`config.mk`:
```
export PLATFORM = sky130hd
export DESIGN_NAME = lav_ser
export DESIGN_NICKNAME = d
export VERILOG_FILES = /design/src/lav_pkg.sv /design/src/lav_ser.sv
export SDC_FILE = /design/constraint.sdc
export NUM_CORES = 1
export LEC_CHECK = 0
export BUFFER_PORTS_ARGS = -buffer_cell sky130_fd_sc_hd__buf_4
export CAP_MARGIN = 20
export CORE_AREA = 5 5 251 253
export CTS_BUF_LIST = sky130_fd_sc_hd__clkbuf_4 sky130_fd_sc_hd__clkbuf_8
export DETAILED_ROUTE_END_ITERATION = 8
export DIE_AREA = 0 0 256 258
export PLACE_DENSITY = 0.63
export SYNTH_ARGS = -nofsm -noshare
export SYNTH_HDL_FRONTEND = slang
export SYNTH_SLANG_ARGS = --single-unit
```
`constraint.sdc`:
```
create_clock -name clk -period 38.5 [get_ports clk]
set_input_delay 11.55 -clock clk [delete_from_list [all_inputs] [get_ports clk]]
set_output_delay 11.55 -clock clk [all_outputs]
set_load 0.05 [all_outputs]
```
`src/lav_pkg.sv`:
```
package lav_pkg;

	localparam int FRAC_BITS_DEF = 16;
	localparam int IN_W          = 31;
	localparam int WORD_W        = 32;
	localparam int ROOT_W        = 32;
	localparam int RAD_W         = 2 * ROOT_W;
	localparam int COLS          = 4;
	localparam int WPC           = 4;
	localparam logic [1:0] LAST_COL = 2'(COLS - 1);

	typedef logic [WPC-1:0][WORD_W-1:0] col_t;
	typedef col_t [COLS-1:0] mat_t;

endpackage

```
`src/lav_ser.sv`:
```
module lav_ser import lav_pkg::*; (
	input  logic              clk,
	input  logic              arst_n,
	input  logic              in_v,
	input  mat_t              mat,
	input  logic              degen,
	output logic              free,
	output logic              out_valid,
	input  logic              out_stall,
	output logic [1:0]        column_index,
	output logic [WORD_W-1:0] word_a,
	output logic [WORD_W-1:0] word_b,
	output logic [WORD_W-1:0] word_c,
	output logic [WORD_W-1:0] word_d,
	output logic              degenerate,
	output logic              last
);

	logic       busy_q;
	logic [1:0] cnt_q;
	mat_t       cols_q;
	logic       degen_q;
	logic       take;
	logic       load;

	assign take = busy_q && !out_stall;
	assign free = !busy_q || (take && cnt_q == LAST_COL);
	assign load = in_v && free;

	always_ff @(posedge clk or negedge arst_n) begin
		if (!arst_n) begin
			busy_q <= 1'b0;
			cnt_q  <= '0;
		end else if (load) begin
			busy_q <= 1'b1;
			cnt_q  <= '0;
		end else if (take) begin
			cnt_q <= cnt_q + 2'd1;
			if (cnt_q == LAST_COL) begin
				busy_q <= 1'b0;
			end
		end
	end

	always_ff @(posedge clk) begin
		if (load) begin
			cols_q  <= mat;
			degen_q <= degen;
		end else if (take) begin
			cols_q[COLS-2:0] <= cols_q[COLS-1:1];
		end
	end

	assign out_valid    = busy_q;
	assign column_index = cnt_q;
	assign word_a       = cols_q[0][0];
	assign word_b       = cols_q[0][1];
	assign word_c       = cols_q[0][2];
	assign word_d       = cols_q[0][3];
	assign degenerate   = degen_q;
	assign last         = (cnt_q == LAST_COL);

endmodule

```
Yosys cells after proc, flatten, opt, wreduce, memory -nomap -nowiden
Cells that the tools add are included.
{"block": "totals", "inputBits": 517, "regBits": 516, "out_inout_bits": 134, "word_cells": 37}
{"block": "op_classes", "eq_ne": 1, "n_mux": 7, "n_reduce_logical": 9, "n_addsub": 1}
{"op": "$mux W384", "n": 2}
{"op": "$mux W2", "n": 2}
{"op": "$reduce_bool A2 Y1", "n": 2}
{"op": "$logic_and A1 B1 Y1", "n": 3}
{"op": "$mux W1", "n": 3}
{"op": "$add A2 B1 Y2 const B", "n": 1}
{"op": "$eq A2 B2 Y1 const B", "n": 1}
{"op": "$logic_not A1 Y1", "n": 2}
{"op": "$reduce_and A2 Y1", "n": 1}
{"op": "$logic_or A1 B1 Y1", "n": 1}

Longest topological paths before layout
Gate-level depths: netlist of the first run.
{"block": "depth", "word_depth": 7, "ltp_mapped": 6, "depth_no_buf": 4}

Least setup slack after synthesis of the first run
No wires, ideal clock.
{"block": "synth_timing", "kind": "input to register", "start": "input out_stall", "end": "register cols_q[128] (netlist name) (enable)", "setup_ns": 1.662, "t_arrival_ns": 38.213, "cell_stages": 1, "path_buffers": 0, "slack_ns": -1.375, "required_ns": 36.838, "cell_sequence": "o21ai_0"}
{"block": "synth_between", "elab_chain_cells": 6}
{"element": "start, declared", "line_no": "lav_ser.sv:9", "rtl": "input logic out_stall,"}
{"element": "$logic_not A1 Y1 (*)", "line_no": "lav_ser.sv:26", "rtl": "assign take = busy_q && !out_stall;"}
{"element": "$logic_and A1 B1 Y1 (*)", "line_no": "lav_ser.sv:26"}
{"element": "$logic_and A1 B1 Y1", "line_no": "lav_ser.sv:27", "rtl": "assign free = !busy_q || (take && cnt_q == LAST_COL);"}
{"element": "$logic_or A1 B1 Y1", "line_no": "lav_ser.sv:27"}
{"element": "$logic_and A1 B1 Y1", "line_no": "lav_ser.sv:28", "rtl": "assign load = in_v && free;"}
{"element": "$reduce_bool A2 Y1 (no line) (*)"}
{"element": "end signal, assigned", "line_no": "lav_ser.sv:47", "rtl": "cols_q <= mat;"}
{"element": "end signal, assigned by index", "line_no": "lav_ser.sv:50", "rtl": "cols_q[COLS-2:0] <= cols_q[COLS-1:1];"}
{"element": "end, declared", "line_no": "lav_ser.sv:21", "rtl": "mat_t cols_q;"}
Mark *: on every way between the ends. The rest lies on a longest branch, timed or not.
A chain may end at the register's enable or synchronous reset.

Final worst setup path of the first run
{"block": "layout_timing", "start": "input out_stall", "end": "output free"}
{"block": "layout_between", "elab_chain_cells": 4}
{"element": "$logic_not A1 Y1", "line_no": "lav_ser.sv:26"}
{"element": "$logic_and A1 B1 Y1", "line_no": "lav_ser.sv:26"}
{"element": "$logic_and A1 B1 Y1", "line_no": "lav_ser.sv:27"}
{"element": "$logic_or A1 B1 Y1", "line_no": "lav_ser.sv:27"}
{"element": "end, declared", "line_no": "lav_ser.sv:7", "rtl": "output logic free,"}
No other way between the ends.

==> results of run 1 <==
-- logic make-up (layout without fill, tap and decap cells) --
group                    count (synthesis)  in the layout  synth area share [%]
buffers and inverters                  172            825                  5.98
multiplexers                           385            385                  20.5
AO/OA/AOI/OAI                            8              8                 0.230
AND/OR/NAND/NOR                          5              5                 0.136
XOR/XNOR                                 1              1                0.0414
flip-flops                             516            516                  73.1
other                                    0              5                     0
adder cells (fa/ha/maj)                  1              1                0.0591
-- metrics by stage --
| step | hold WS, ns | power [mW] | cells | instance area [sq um] | utilization (%) |
|---|---|---|---|---|---|
| after detailed placement | 0.518 | 1.31 | 2367 | 25900 | 42.6 |
| after floorplan | 0.508 | 1.24 | 1088 | 21200 | - |
| after global placement | 0.512 | 1.29 | 2367 | 25900 | 42.6 |
| after CTS | 0.523 | 1.82 | 2531 | 27700 | 45.6 |
| after global routing | 0.541 | 1.87 | 2536 | 27700 | 45.6 |
| final | 0.520 | 1.79 | 2536 | 27700 | 45.6 |
-- registers in the layout, indices dropped and copies added, names as in the netlist --
name and cells:
out_valid 1, cols_q 384, word_d 32, word_b 32
word_a 32, degenerate 1, word_c 32, column_index 2
-- critical path: cells and delay by family --
kind          cells  cell delay, ns
buf+inv           2            0.35
simple gates      2            0.41
-- cell type report --
type	count	area, sq um	area share [%]
clock inverters	36	264	0.953
clock buffers	128	1530	5.52
diodes	5	12.5	0.0452
repair buffers	659	4970	17.9
well taps	790	988	3.57
multi-input cells	400	4450	16.1
inverters	2	12.5	0.0452
flip-flops and latches	516	15500	55.9
-- report_power, final --
group          switching (mW)  total (mW)  leakage (nW)  internal (mW)
Clock                   0.229       0.501         0.945          0.272
Sequential             0.0350       0.826          4.96          0.791
Combinational           0.277       0.463          4.86          0.186
-- cells in the mapped netlist, drive strengths merged --
cell	n
nand2b	3
edfxtp	513
dfrtp	3
a21oi	2
nand2	1
mux2	384
a211oi	2
nor2b	1
inv	2
buf	170
o21ai	4
ha	1
mux2i	1
xor2	1
-- path summary, 6_finish.rpt --
kind,cells past startpoint,end,slack (ns),startpoint
min in group asynchronous,1,out_valid$_DFFE_PN0P_,10.67,arst_n
setup / recovery,4,free,14.63,out_stall
hold reg to reg,1,word_b[4]$_DFFE_PP_,0.52,cols_q[164]$_DFFE_PP_
max in group asynchronous,1,column_index[1]$_DFFE_PN0P_,27.74,arst_n
hold / removal,1,word_b[4]$_DFFE_PP_,0.52,cols_q[164]$_DFFE_PP_
setup reg to reg,6,cols_q[135]$_DFFE_PP_,34.32,column_index[0]$_DFFE_PN0P_
-- metal layers --
| metal | up-vias | part of all wire, % | global-route usage, % |
|---|---|---|---|
| li1 | 5270 | - | - |
| met2 | 393 | 52 | 28.0 |
| met5 | - | 0.021 | 0 |
| met3 | 118 | 6.5 | 4.80 |
| met4 | 2 | 3.6 | 7.27 |
| met1 | 5650 | 38 | 18.6 |
==> out/qor.yml, run 1 <==
global_routing:
  overflow: 0
  groute.usage.overall_pct: 16.2
  grt_max_degree: 188
  grt_pass1_vias: 12400
  antenna_found_initial: 8
  grt_pass1_wl_microns: 79900
clock_network:
  cts_resized: 0
  cts_setup_buffers: 0
  cts_made_buffers: 91
  holdBufCountCts: 0
  clkSinkCount: 516
  clkTransAtPathRegs_ns: 0.06
  htreeDepth: 3
  cts_root_buf: "clkbuf_8"
  clk_latency_ns: 0.66
  clockBufferDepth: 3
  cts_tree: "built"
timing:
  finalCritPeriodShare_pct: 62.0
  fin_tns_setup_ns: 0
  fmax_mhz: 41.9
  max_slew_margin_pct: 28.1
  fin_ws_ns: 14.63
  slew_viol_final: 0
  hold_viol_final: 0
  fin_crit_ns: 23.87
  worstMarginPinSlew_ns: 1.08
  setup_viol: 0
  rsz0062_at_grt: "no"
  final.setup_skew_ns: 0.0350
place:
  dp.final_hpwl_microns: 40200
  port_buffers: 650
  gp_congestion: 0.832
  dp_slack_ns: 14.64
critical_path:
  setup.worst_path.end_class: "output port"
  cp_data_arrival_time_ns: 12.32
  slowest_stage: "nor2b_1"
  cp_common_cell: "buf_4"
  path_cells: "buf_4 > nor2b_1 > nand2b_1 > buf_4"
  critical_path.startpoint_type: "input port"
  slowest_delay_ns: 0.23
  path_class: "input port to output port"
  worstPathRequired_ns: 26.95
  critPathMaxFanout: 6
run_status:
  status: "finished, final reports clean"
yosys:
  postSynthAreaPerCell_sq_um: 19.5
  syn_nets: 1606
  yosys.area.top_type: "edfxtp_1"
  synth_cells: 1088
  synth-seq-area-share_pct: 73.1
  synth.top_cell.area_share_pct: 72.7
  ys_top_cells_by_area: "edfxtp_1 (73%), mux2_2 (19%), buf_4 (5.8%), mux2_1 (1.7%), dfrtp_1 (0.35%)"
  synthDistinctLibCells: 17
  ys_ff_latch: 516
  yosys_warnings: 0
  syn_area_sq_um: 21200
cells_and_area:
  final_cell_mix: "buf_4 (657), edfxtp_1 (513), mux2_2 (352), clkbuf_8 (91), clkbuf_4 (37)"
  fillCellCount: 5351
  final_common_cell: "buf_4"
  drive_gt1_share_pct: 66.9
  fin_nets: 2188
  syn_to_final_growth_pct: 30.8
flow_run:
  cap_violations: 0
power_and_ir_drop:
  power_density_nw_per_um2: 64.6
  p_leak_nw: 10.8
  max-vdd-ir-drop_mv: 0.0401
die:
  dieArea_sq_um: 66000
  core_sq_um: 60800
  dieHeight_microns: 258
  start_util_pct: 34.8
  fp.dieW_microns: 256
  num_rows: 91
  num_io_pins: 651
routing:
  drc: 0
  firstDrtPassIters: 5
  drtAntennaViolNets: 0
  drtIter0Drc: 644
  wl_per_cell_microns: 22.1
  routed_via_density: 4.51
  drt_wl_total_microns: 56100
  vias: 11400
min_path:
  hp-class: "register to register"
Note: power is estimated with default switching activity, not from simulation.
==> inputs of run 2 (changes only) <==
==> constraint.sdc (replaced) <==
create_clock -name clk -period 23.4 [get_ports clk]
set_input_delay 7.02 -clock clk [delete_from_list [all_inputs] [get_ports clk]]
set_output_delay 7.02 -clock clk [all_outputs]
set_load 0.05 [all_outputs]
==> run 2 against run 1 <==
Core utilization up 0.062 points. Die area stayed put. Largest power group unchanged. Non-clock buffer count increased by 3. Cell count rose by 0.12%. Largest cell class unchanged. First-iteration DRC count is 1.2% higher.
==> out/qor.yml, run 2 (synthesized netlist as in run 1, its figures left out) <==
run_status:
  status: "finished, final reports clean"
critical_path:
  path_cells: "buf_4 > nor2b_1 > nand2b_1 > buf_4"
  path_class: "input port to output port"
  worstPathRequired_ns: 16.38  # -10.57 ns
  ff2ff_path_depth: 8  # +2
  cp_data_arrival_time_ns: 7.81  # -4.51 ns
  slowest_stage: "nor2b_1"
  setup.worst_path.end_class: "output port"
  cp_common_cell: "buf_4"
  timing.rr.end: "cols_q[132]$_DFFE_PP_"
  critical_path.startpoint_type: "input port"
  critPathMaxFanout: 6  # unchanged
  slowest_delay_ns: 0.25  # +0.02 ns
  regToRegSetupSlack_ns: 18.34  # -15.98 ns
  r2r-start: "column_index[0]$_DFFE_PN0P_"
die:
  num_rows: 91  # unchanged
  num_io_pins: 651  # unchanged
  dieHeight_microns: 258  # unchanged
  start_util_pct: 34.8  # unchanged
  core_sq_um: 60800  # unchanged
  dieArea_sq_um: 66000  # unchanged
  fp.dieW_microns: 256  # unchanged
power_and_ir_drop:
  power.clock.fraction_pct: 28.2  # +0.2 points
  p_sw_uw: 890  # +64%
  switching_share_pct: 30.1  # -0.089 points
  p_comb_share_pct: 25.8  # about the same
  power_density_nw_per_um2: 106  # +65%
  p_leak_nw: 10.8  # +0.30%
  p_seq_share_pct: 46.1  # about the same
  max-vdd-ir-drop_mv: 0.0590  # +47%
  p_int_mw: 2.06  # +65%
global_routing:
  grt_pass1_vias: 12700  # +1.7%
  antenna_found_initial: 7  # -1
  overflow: 0  # unchanged
  grt_pass1_wl_microns: 80400  # +0.66%
  groute.usage.overall_pct: 16.1  # -0.018 points
  grt_max_degree: 174  # -7.4%
timing:
  setup_viol: 0  # unchanged
  final.setup_skew_ns: 0.0373  # +0.00230 ns
  worstMarginPinSlew_ns: 1.11  # +0.0281 ns
  fin_ws_ns: 8.57  # -6.06 ns
  fmax_mhz: 67.4
  fin_crit_ns: 14.83
  hold_ws_ns: 0.513  # -0.00700 ns
  max_slew_margin_pct: 26.2  # -1.9 points
  hold_viol_final: 0  # unchanged
  slew_viol_final: 0  # unchanged
  finalCritPeriodShare_pct: 63.4
  fin_tns_setup_ns: 0  # unchanged
  rsz0062_at_grt: "no"
cells_and_area:
  drive_gt1_share_pct: 66.6  # -0.23 points
  largest_register: "cols_q"
  syn_to_final_growth_pct: 31.0
  final_area_sq_um: 27700  # +0.14%
  fin_util_pct: 45.6  # +0.062 points
  final_common_cell: "buf_4"
  fin_nets: 2191  # +0.14%
  final_cell_mix: "buf_4 (660), edfxtp_1 (513), mux2_2 (352), clkbuf_8 (92), clkbuf_4 (33)"
  largest_register_ffs: 384  # unchanged
clock_network:
  htreeDepth: 3  # unchanged
  holdBufCountCts: 0  # unchanged
  cts_tree: "built"
  clkTransAtPathRegs_ns: 0.06  # about the same
  cts_resized: 0  # unchanged
  clkSinkCount: 516  # unchanged
  clk_latency_ns: 0.66  # about the same
  cts_made_buffers: 91  # unchanged
  clockBufferDepth: 3  # unchanged
  cts_root_buf: "clkbuf_8"
  cts_setup_buffers: 0  # unchanged
routing:
  wl_per_cell_microns: 22.1  # about the same
  routed_via_density: 4.52  # +0.21%
  firstDrtPassIters: 5  # unchanged
  vias: 11500  # +0.32%
  drtIter0Drc: 652  # +1.2%
  drtAntennaViolNets: 0  # unchanged
  drc: 0  # unchanged
  drt_wl_total_microns: 56100  # +0.16%
flow_run:
  cap_violations: 0  # unchanged
min_path:
  min_to: "word_a[17]$_DFFE_PP_"
  whs_path_depth: 1  # unchanged
  hp-class: "register to register"
  min_from: "cols_q[145]$_DFFE_PP_"
place:
  port_buffers: 650  # unchanged
  gp_congestion: 0.820  # -1.5%
  dp_slack_ns: 8.58  # -6.06 ns
  dp.final_hpwl_microns: 40200  # about the same
  post_dp_cell_area_sq_um: 25900  # about the same
==> run 2: cell count changes in the layout (fill, tap and decap cells not counted), sizes merged <==
cell,change
buf,+3
clkinv,+7
clkbuf,-3
bufinv,+1
clkinvlp,-5
==> run 2: layer usage <==
layer	global-route usage (%)	part of all wire (%)
met1	18.1	38
met2	28.4	52
met3	5.06	6.4
met4	7.05	3.6
met5	0	0.023
==> run 2: how the worst max path moves through the flow <==
stage                          from                     to  cells after the start
after floorplan           out_stall  cols_q[128]$_DFFE_PP_                      1
after global placement    out_stall                   free                      4
after detailed placement  out_stall                   free                      4
after CTS                 out_stall                   free                      4
after global routing      out_stall                   free                      4
final                     out_stall                   free                      4
==> run 2: stage by stage <==
| stage | total power, mW | cells |
|---|---|---|
| 2_1_floorplan | 2.00 | 1088 |
| 3_3_place_gp | 2.12 | 2369 |
| 3_5_place_dp | 2.15 | 2369 |
| 4_1_cts | 3.00 | 2533 |
| 5_1_grt | 3.09 | 2538 |
| 6_report | 2.95 | 2539 |
==> run 2: final cells by class <==
cell class	count	area, sq um
repair buffers	662	5000
fillers	5370	33100
flip-flops and latches	516	15500
multi-input cells	400	4450
well taps	790	988
inverters	2	12.5
clock buffers	125	1510
clock inverters	39	288
diodes	5	12.5
==> run 2: power by group through the flow <==
stage          registers, mW  clock network, mW  logic, mW
2_1_floorplan           1.40                  0      0.600
4_1_cts                 1.36              0.863      0.769
5_1_grt                 1.38              0.909      0.802
6_report                1.36              0.832      0.761
3_3_place_gp            1.37                  0      0.752
3_5_place_dp            1.38                  0      0.766
==> run 2: critical path: cells and delay by family <==
kind,cells,cell delay [ns]
simple gates,2,0.44
buf+inv,2,0.35
==> inputs of run 3 (changes only) <==
==> constraint.sdc (replaced) <==
create_clock -name clk -period 14.7 [get_ports clk]
set_input_delay 4.41 -clock clk [delete_from_list [all_inputs] [get_ports clk]]
set_output_delay 4.41 -clock clk [all_outputs]
set_load 0.05 [all_outputs]
==> run 3 against run 2 <==
Routed wire length grew 0.92%. Non-clock buffer count shrank 3. Register-to-register slack lost 8.0 ns. Die area is the same. Largest cell class unchanged. Critical path depth is the same. First-iteration DRC count shrank 11%. Core utilization shrank 0.13 points. Cell area shrank 0.28%.
==> out/qor.yml, run 3 (synthesized netlist as in run 1, its figures left out) <==
run_status:
  status: "finished, final reports clean"
die:
  start_util_pct: 34.8  # unchanged
  dieHeight_microns: 258  # unchanged
  num_io_pins: 651  # unchanged
  core_sq_um: 60800  # unchanged
  fp.dieW_microns: 256  # unchanged
  num_rows: 91  # unchanged
  dieArea_sq_um: 66000  # unchanged
routing:
  routed_via_density: 4.51  # -0.16%
  wl_per_cell_microns: 22.4  # +1.2%
  drt_wl_total_microns: 56700  # +0.92%
  drtAntennaViolNets: 0  # unchanged
  drtIter0Drc: 580  # -11%
  firstDrtPassIters: 5  # unchanged
  vias: 11400  # -0.44%
  drc: 0  # unchanged
global_routing:
  groute.usage.overall_pct: 16.3  # +0.13 points
  grt_pass1_wl_microns: 80600  # +0.27%
  grt_max_degree: 169  # -2.9%
  antenna_found_initial: 6  # -1
  grt_pass1_vias: 12500  # -1.2%
  overflow: 0  # unchanged
critical_path:
  regToRegSetupSlack_ns: 10.37  # -7.97 ns
  cp_common_cell: "buf_4"
  cp_data_arrival_time_ns: 5.18  # -2.63 ns
  slowest_delay_ns: 0.24  # about the same
  critPathMaxFanout: 6  # unchanged
  critical_path_buf_inv_count: 2  # unchanged
  critical_path.startpoint_type: "input port"
  setup.worst_path.end_class: "output port"
  crit_family: "simple AND/OR/NAND/NOR gates"
  worstPathRequired_ns: 10.29  # -6.09 ns
  slowest_stage: "nor2b_1"
  path_cells: "buf_4 > nor2b_1 > nand2b_1 > buf_4"
  path_class: "input port to output port"
cells_and_area:
  largest_register: "cols_q"
  fillCellCount: 5427  # +1.1%
  final_cell_mix: "buf_4 (655), edfxtp_1 (513), mux2_2 (352), clkbuf_8 (92)"
  regArea_sq_um: 15500  # unchanged
  drive_gt1_share_pct: 65.8  # -0.86 points
  fin_nets: 2187  # -0.18%
  largest_register_ffs: 384  # unchanged
  syn_to_final_growth_pct: 30.7
  multi_input_area_sq_um: 4450  # unchanged
  fin_util_pct: 45.5  # -0.13 points
  final_common_cell: "buf_4"
timing:
  setup_viol: 0  # unchanged
  slew_viol_final: 0  # unchanged
  fin_tns_setup_ns: 0  # unchanged
  hold_viol_final: 0  # unchanged
  hold_ws_ns: 0.511  # -0.00132 ns
  max_slew_margin_pct: 18.7  # -7.5 points
  worstMarginPinSlew_ns: 1.22  # +0.113 ns
  fmax_mhz: 104
  fin_crit_ns: 9.59
  rsz0062_at_grt: "no"
  final.setup_skew_ns: 0.0418  # +0.00446 ns
  finalCritPeriodShare_pct: 65.2
clock_network:
  holdBufCountCts: 0  # unchanged
  cts_root_buf: "clkbuf_8"
  cts_setup_buffers: 0  # unchanged
  clk_latency_ns: 0.65  # about the same
  cts_made_buffers: 90  # -1.1%
  cts_tree: "built"
  clkSinkCount: 516  # unchanged
  clkTransAtPathRegs_ns: 0.06  # about the same
  cts_resized: 0  # unchanged
  htreeDepth: 3  # unchanged
  clockBufferDepth: 3  # unchanged
place:
  port_buffers: 650  # unchanged
  gp_congestion: 0.846  # +3.2%
  dp.final_hpwl_microns: 40700  # +1.3%
min_path:
  hp-class: "register to register"
power_and_ir_drop:
  power_mw: 4.66  # +58%
  power_density_nw_per_um2: 168  # +58%
  p_leak_nw: 10.7  # -0.63%
  max-vdd-ir-drop_mv: 0.0815  # +38%
flow_run:
  cap_violations: 0  # unchanged
-- run 3: cell types whose count changed in the layout (fill, tap and decap cells not counted), moves of 3 or more --
cell        delta
buf_4          -5
clkbuf_4      -19
clkinv_1      +13
clkinvlp_4     +3
-- run 3: stage by stage --
step                instance area (sq um)  std cells  worst slack, ns
floorplan                           21200       1088             3.66
global placement                    25900       2366             5.11
detailed placement                  25900       2366             5.13
CTS                                 27600       2527             5.12
global route                        27700       2531             5.05
finish                              27700       2532             5.11
-- run 3: area by class of cell --
| class | instances | share of cell area [%] |
|---|---|---|
| Clock buffer | 106 | 4.96 |
| Antenna cell | 4 | 0.0362 |
| Inverter | 2 | 0.0452 |
| Multi-Input combinational cell | 400 | 16.1 |
| Sequential cell | 516 | 55.9 |
| Timing Repair Buffer | 659 | 18.1 |
| Clock inverter | 55 | 1.28 |
| Tap cell | 790 | 3.57 |
-- run 3: path summary, 6_finish.rpt --
path                            depth (start not counted)                     endpoint                   startpoint
max in group asynchronous                               1  column_index[0]$_DFFE_PN0P_                       arst_n
worst min register to register                          1         word_d[25]$_DFFE_PP_        cols_q[249]$_DFFE_PP_
worst min-delay path                                    1         word_d[25]$_DFFE_PP_        cols_q[249]$_DFFE_PP_
worst max register to register                          8        cols_q[129]$_DFFE_PP_  column_index[0]$_DFFE_PN0P_
min in group asynchronous                               1        out_valid$_DFFE_PN0P_                       arst_n
worst max-delay path                                    4                         free                    out_stall
-- run 3: worst reg2reg max path, delay by kind of cell (launching register included) --
family          cells  cell delay [ns]
simple gates        1             0.18
flops               1             0.44
compound gates      1             0.18
fa+ha+maj           1             0.27
buf+inv             4             2.58
mux                 1             0.40
-- run 3: routing by layer --
layer,track usage (%),up-vias,share of wire (%)
li1,-,5259,-
met1,18.5,5666,38
met5,0,-,0.023
met2,28.4,391,53
met4,7.00,2,3.2
met3,5.15,102,6.7
-- run 3: power breakdown --
group          leakage, nW  internal (mW)  switching [mW]
logic                 4.88          0.492           0.721
clock network        0.896          0.676           0.602
registers             4.96           2.07          0.0959
total                 10.7           3.24            1.42
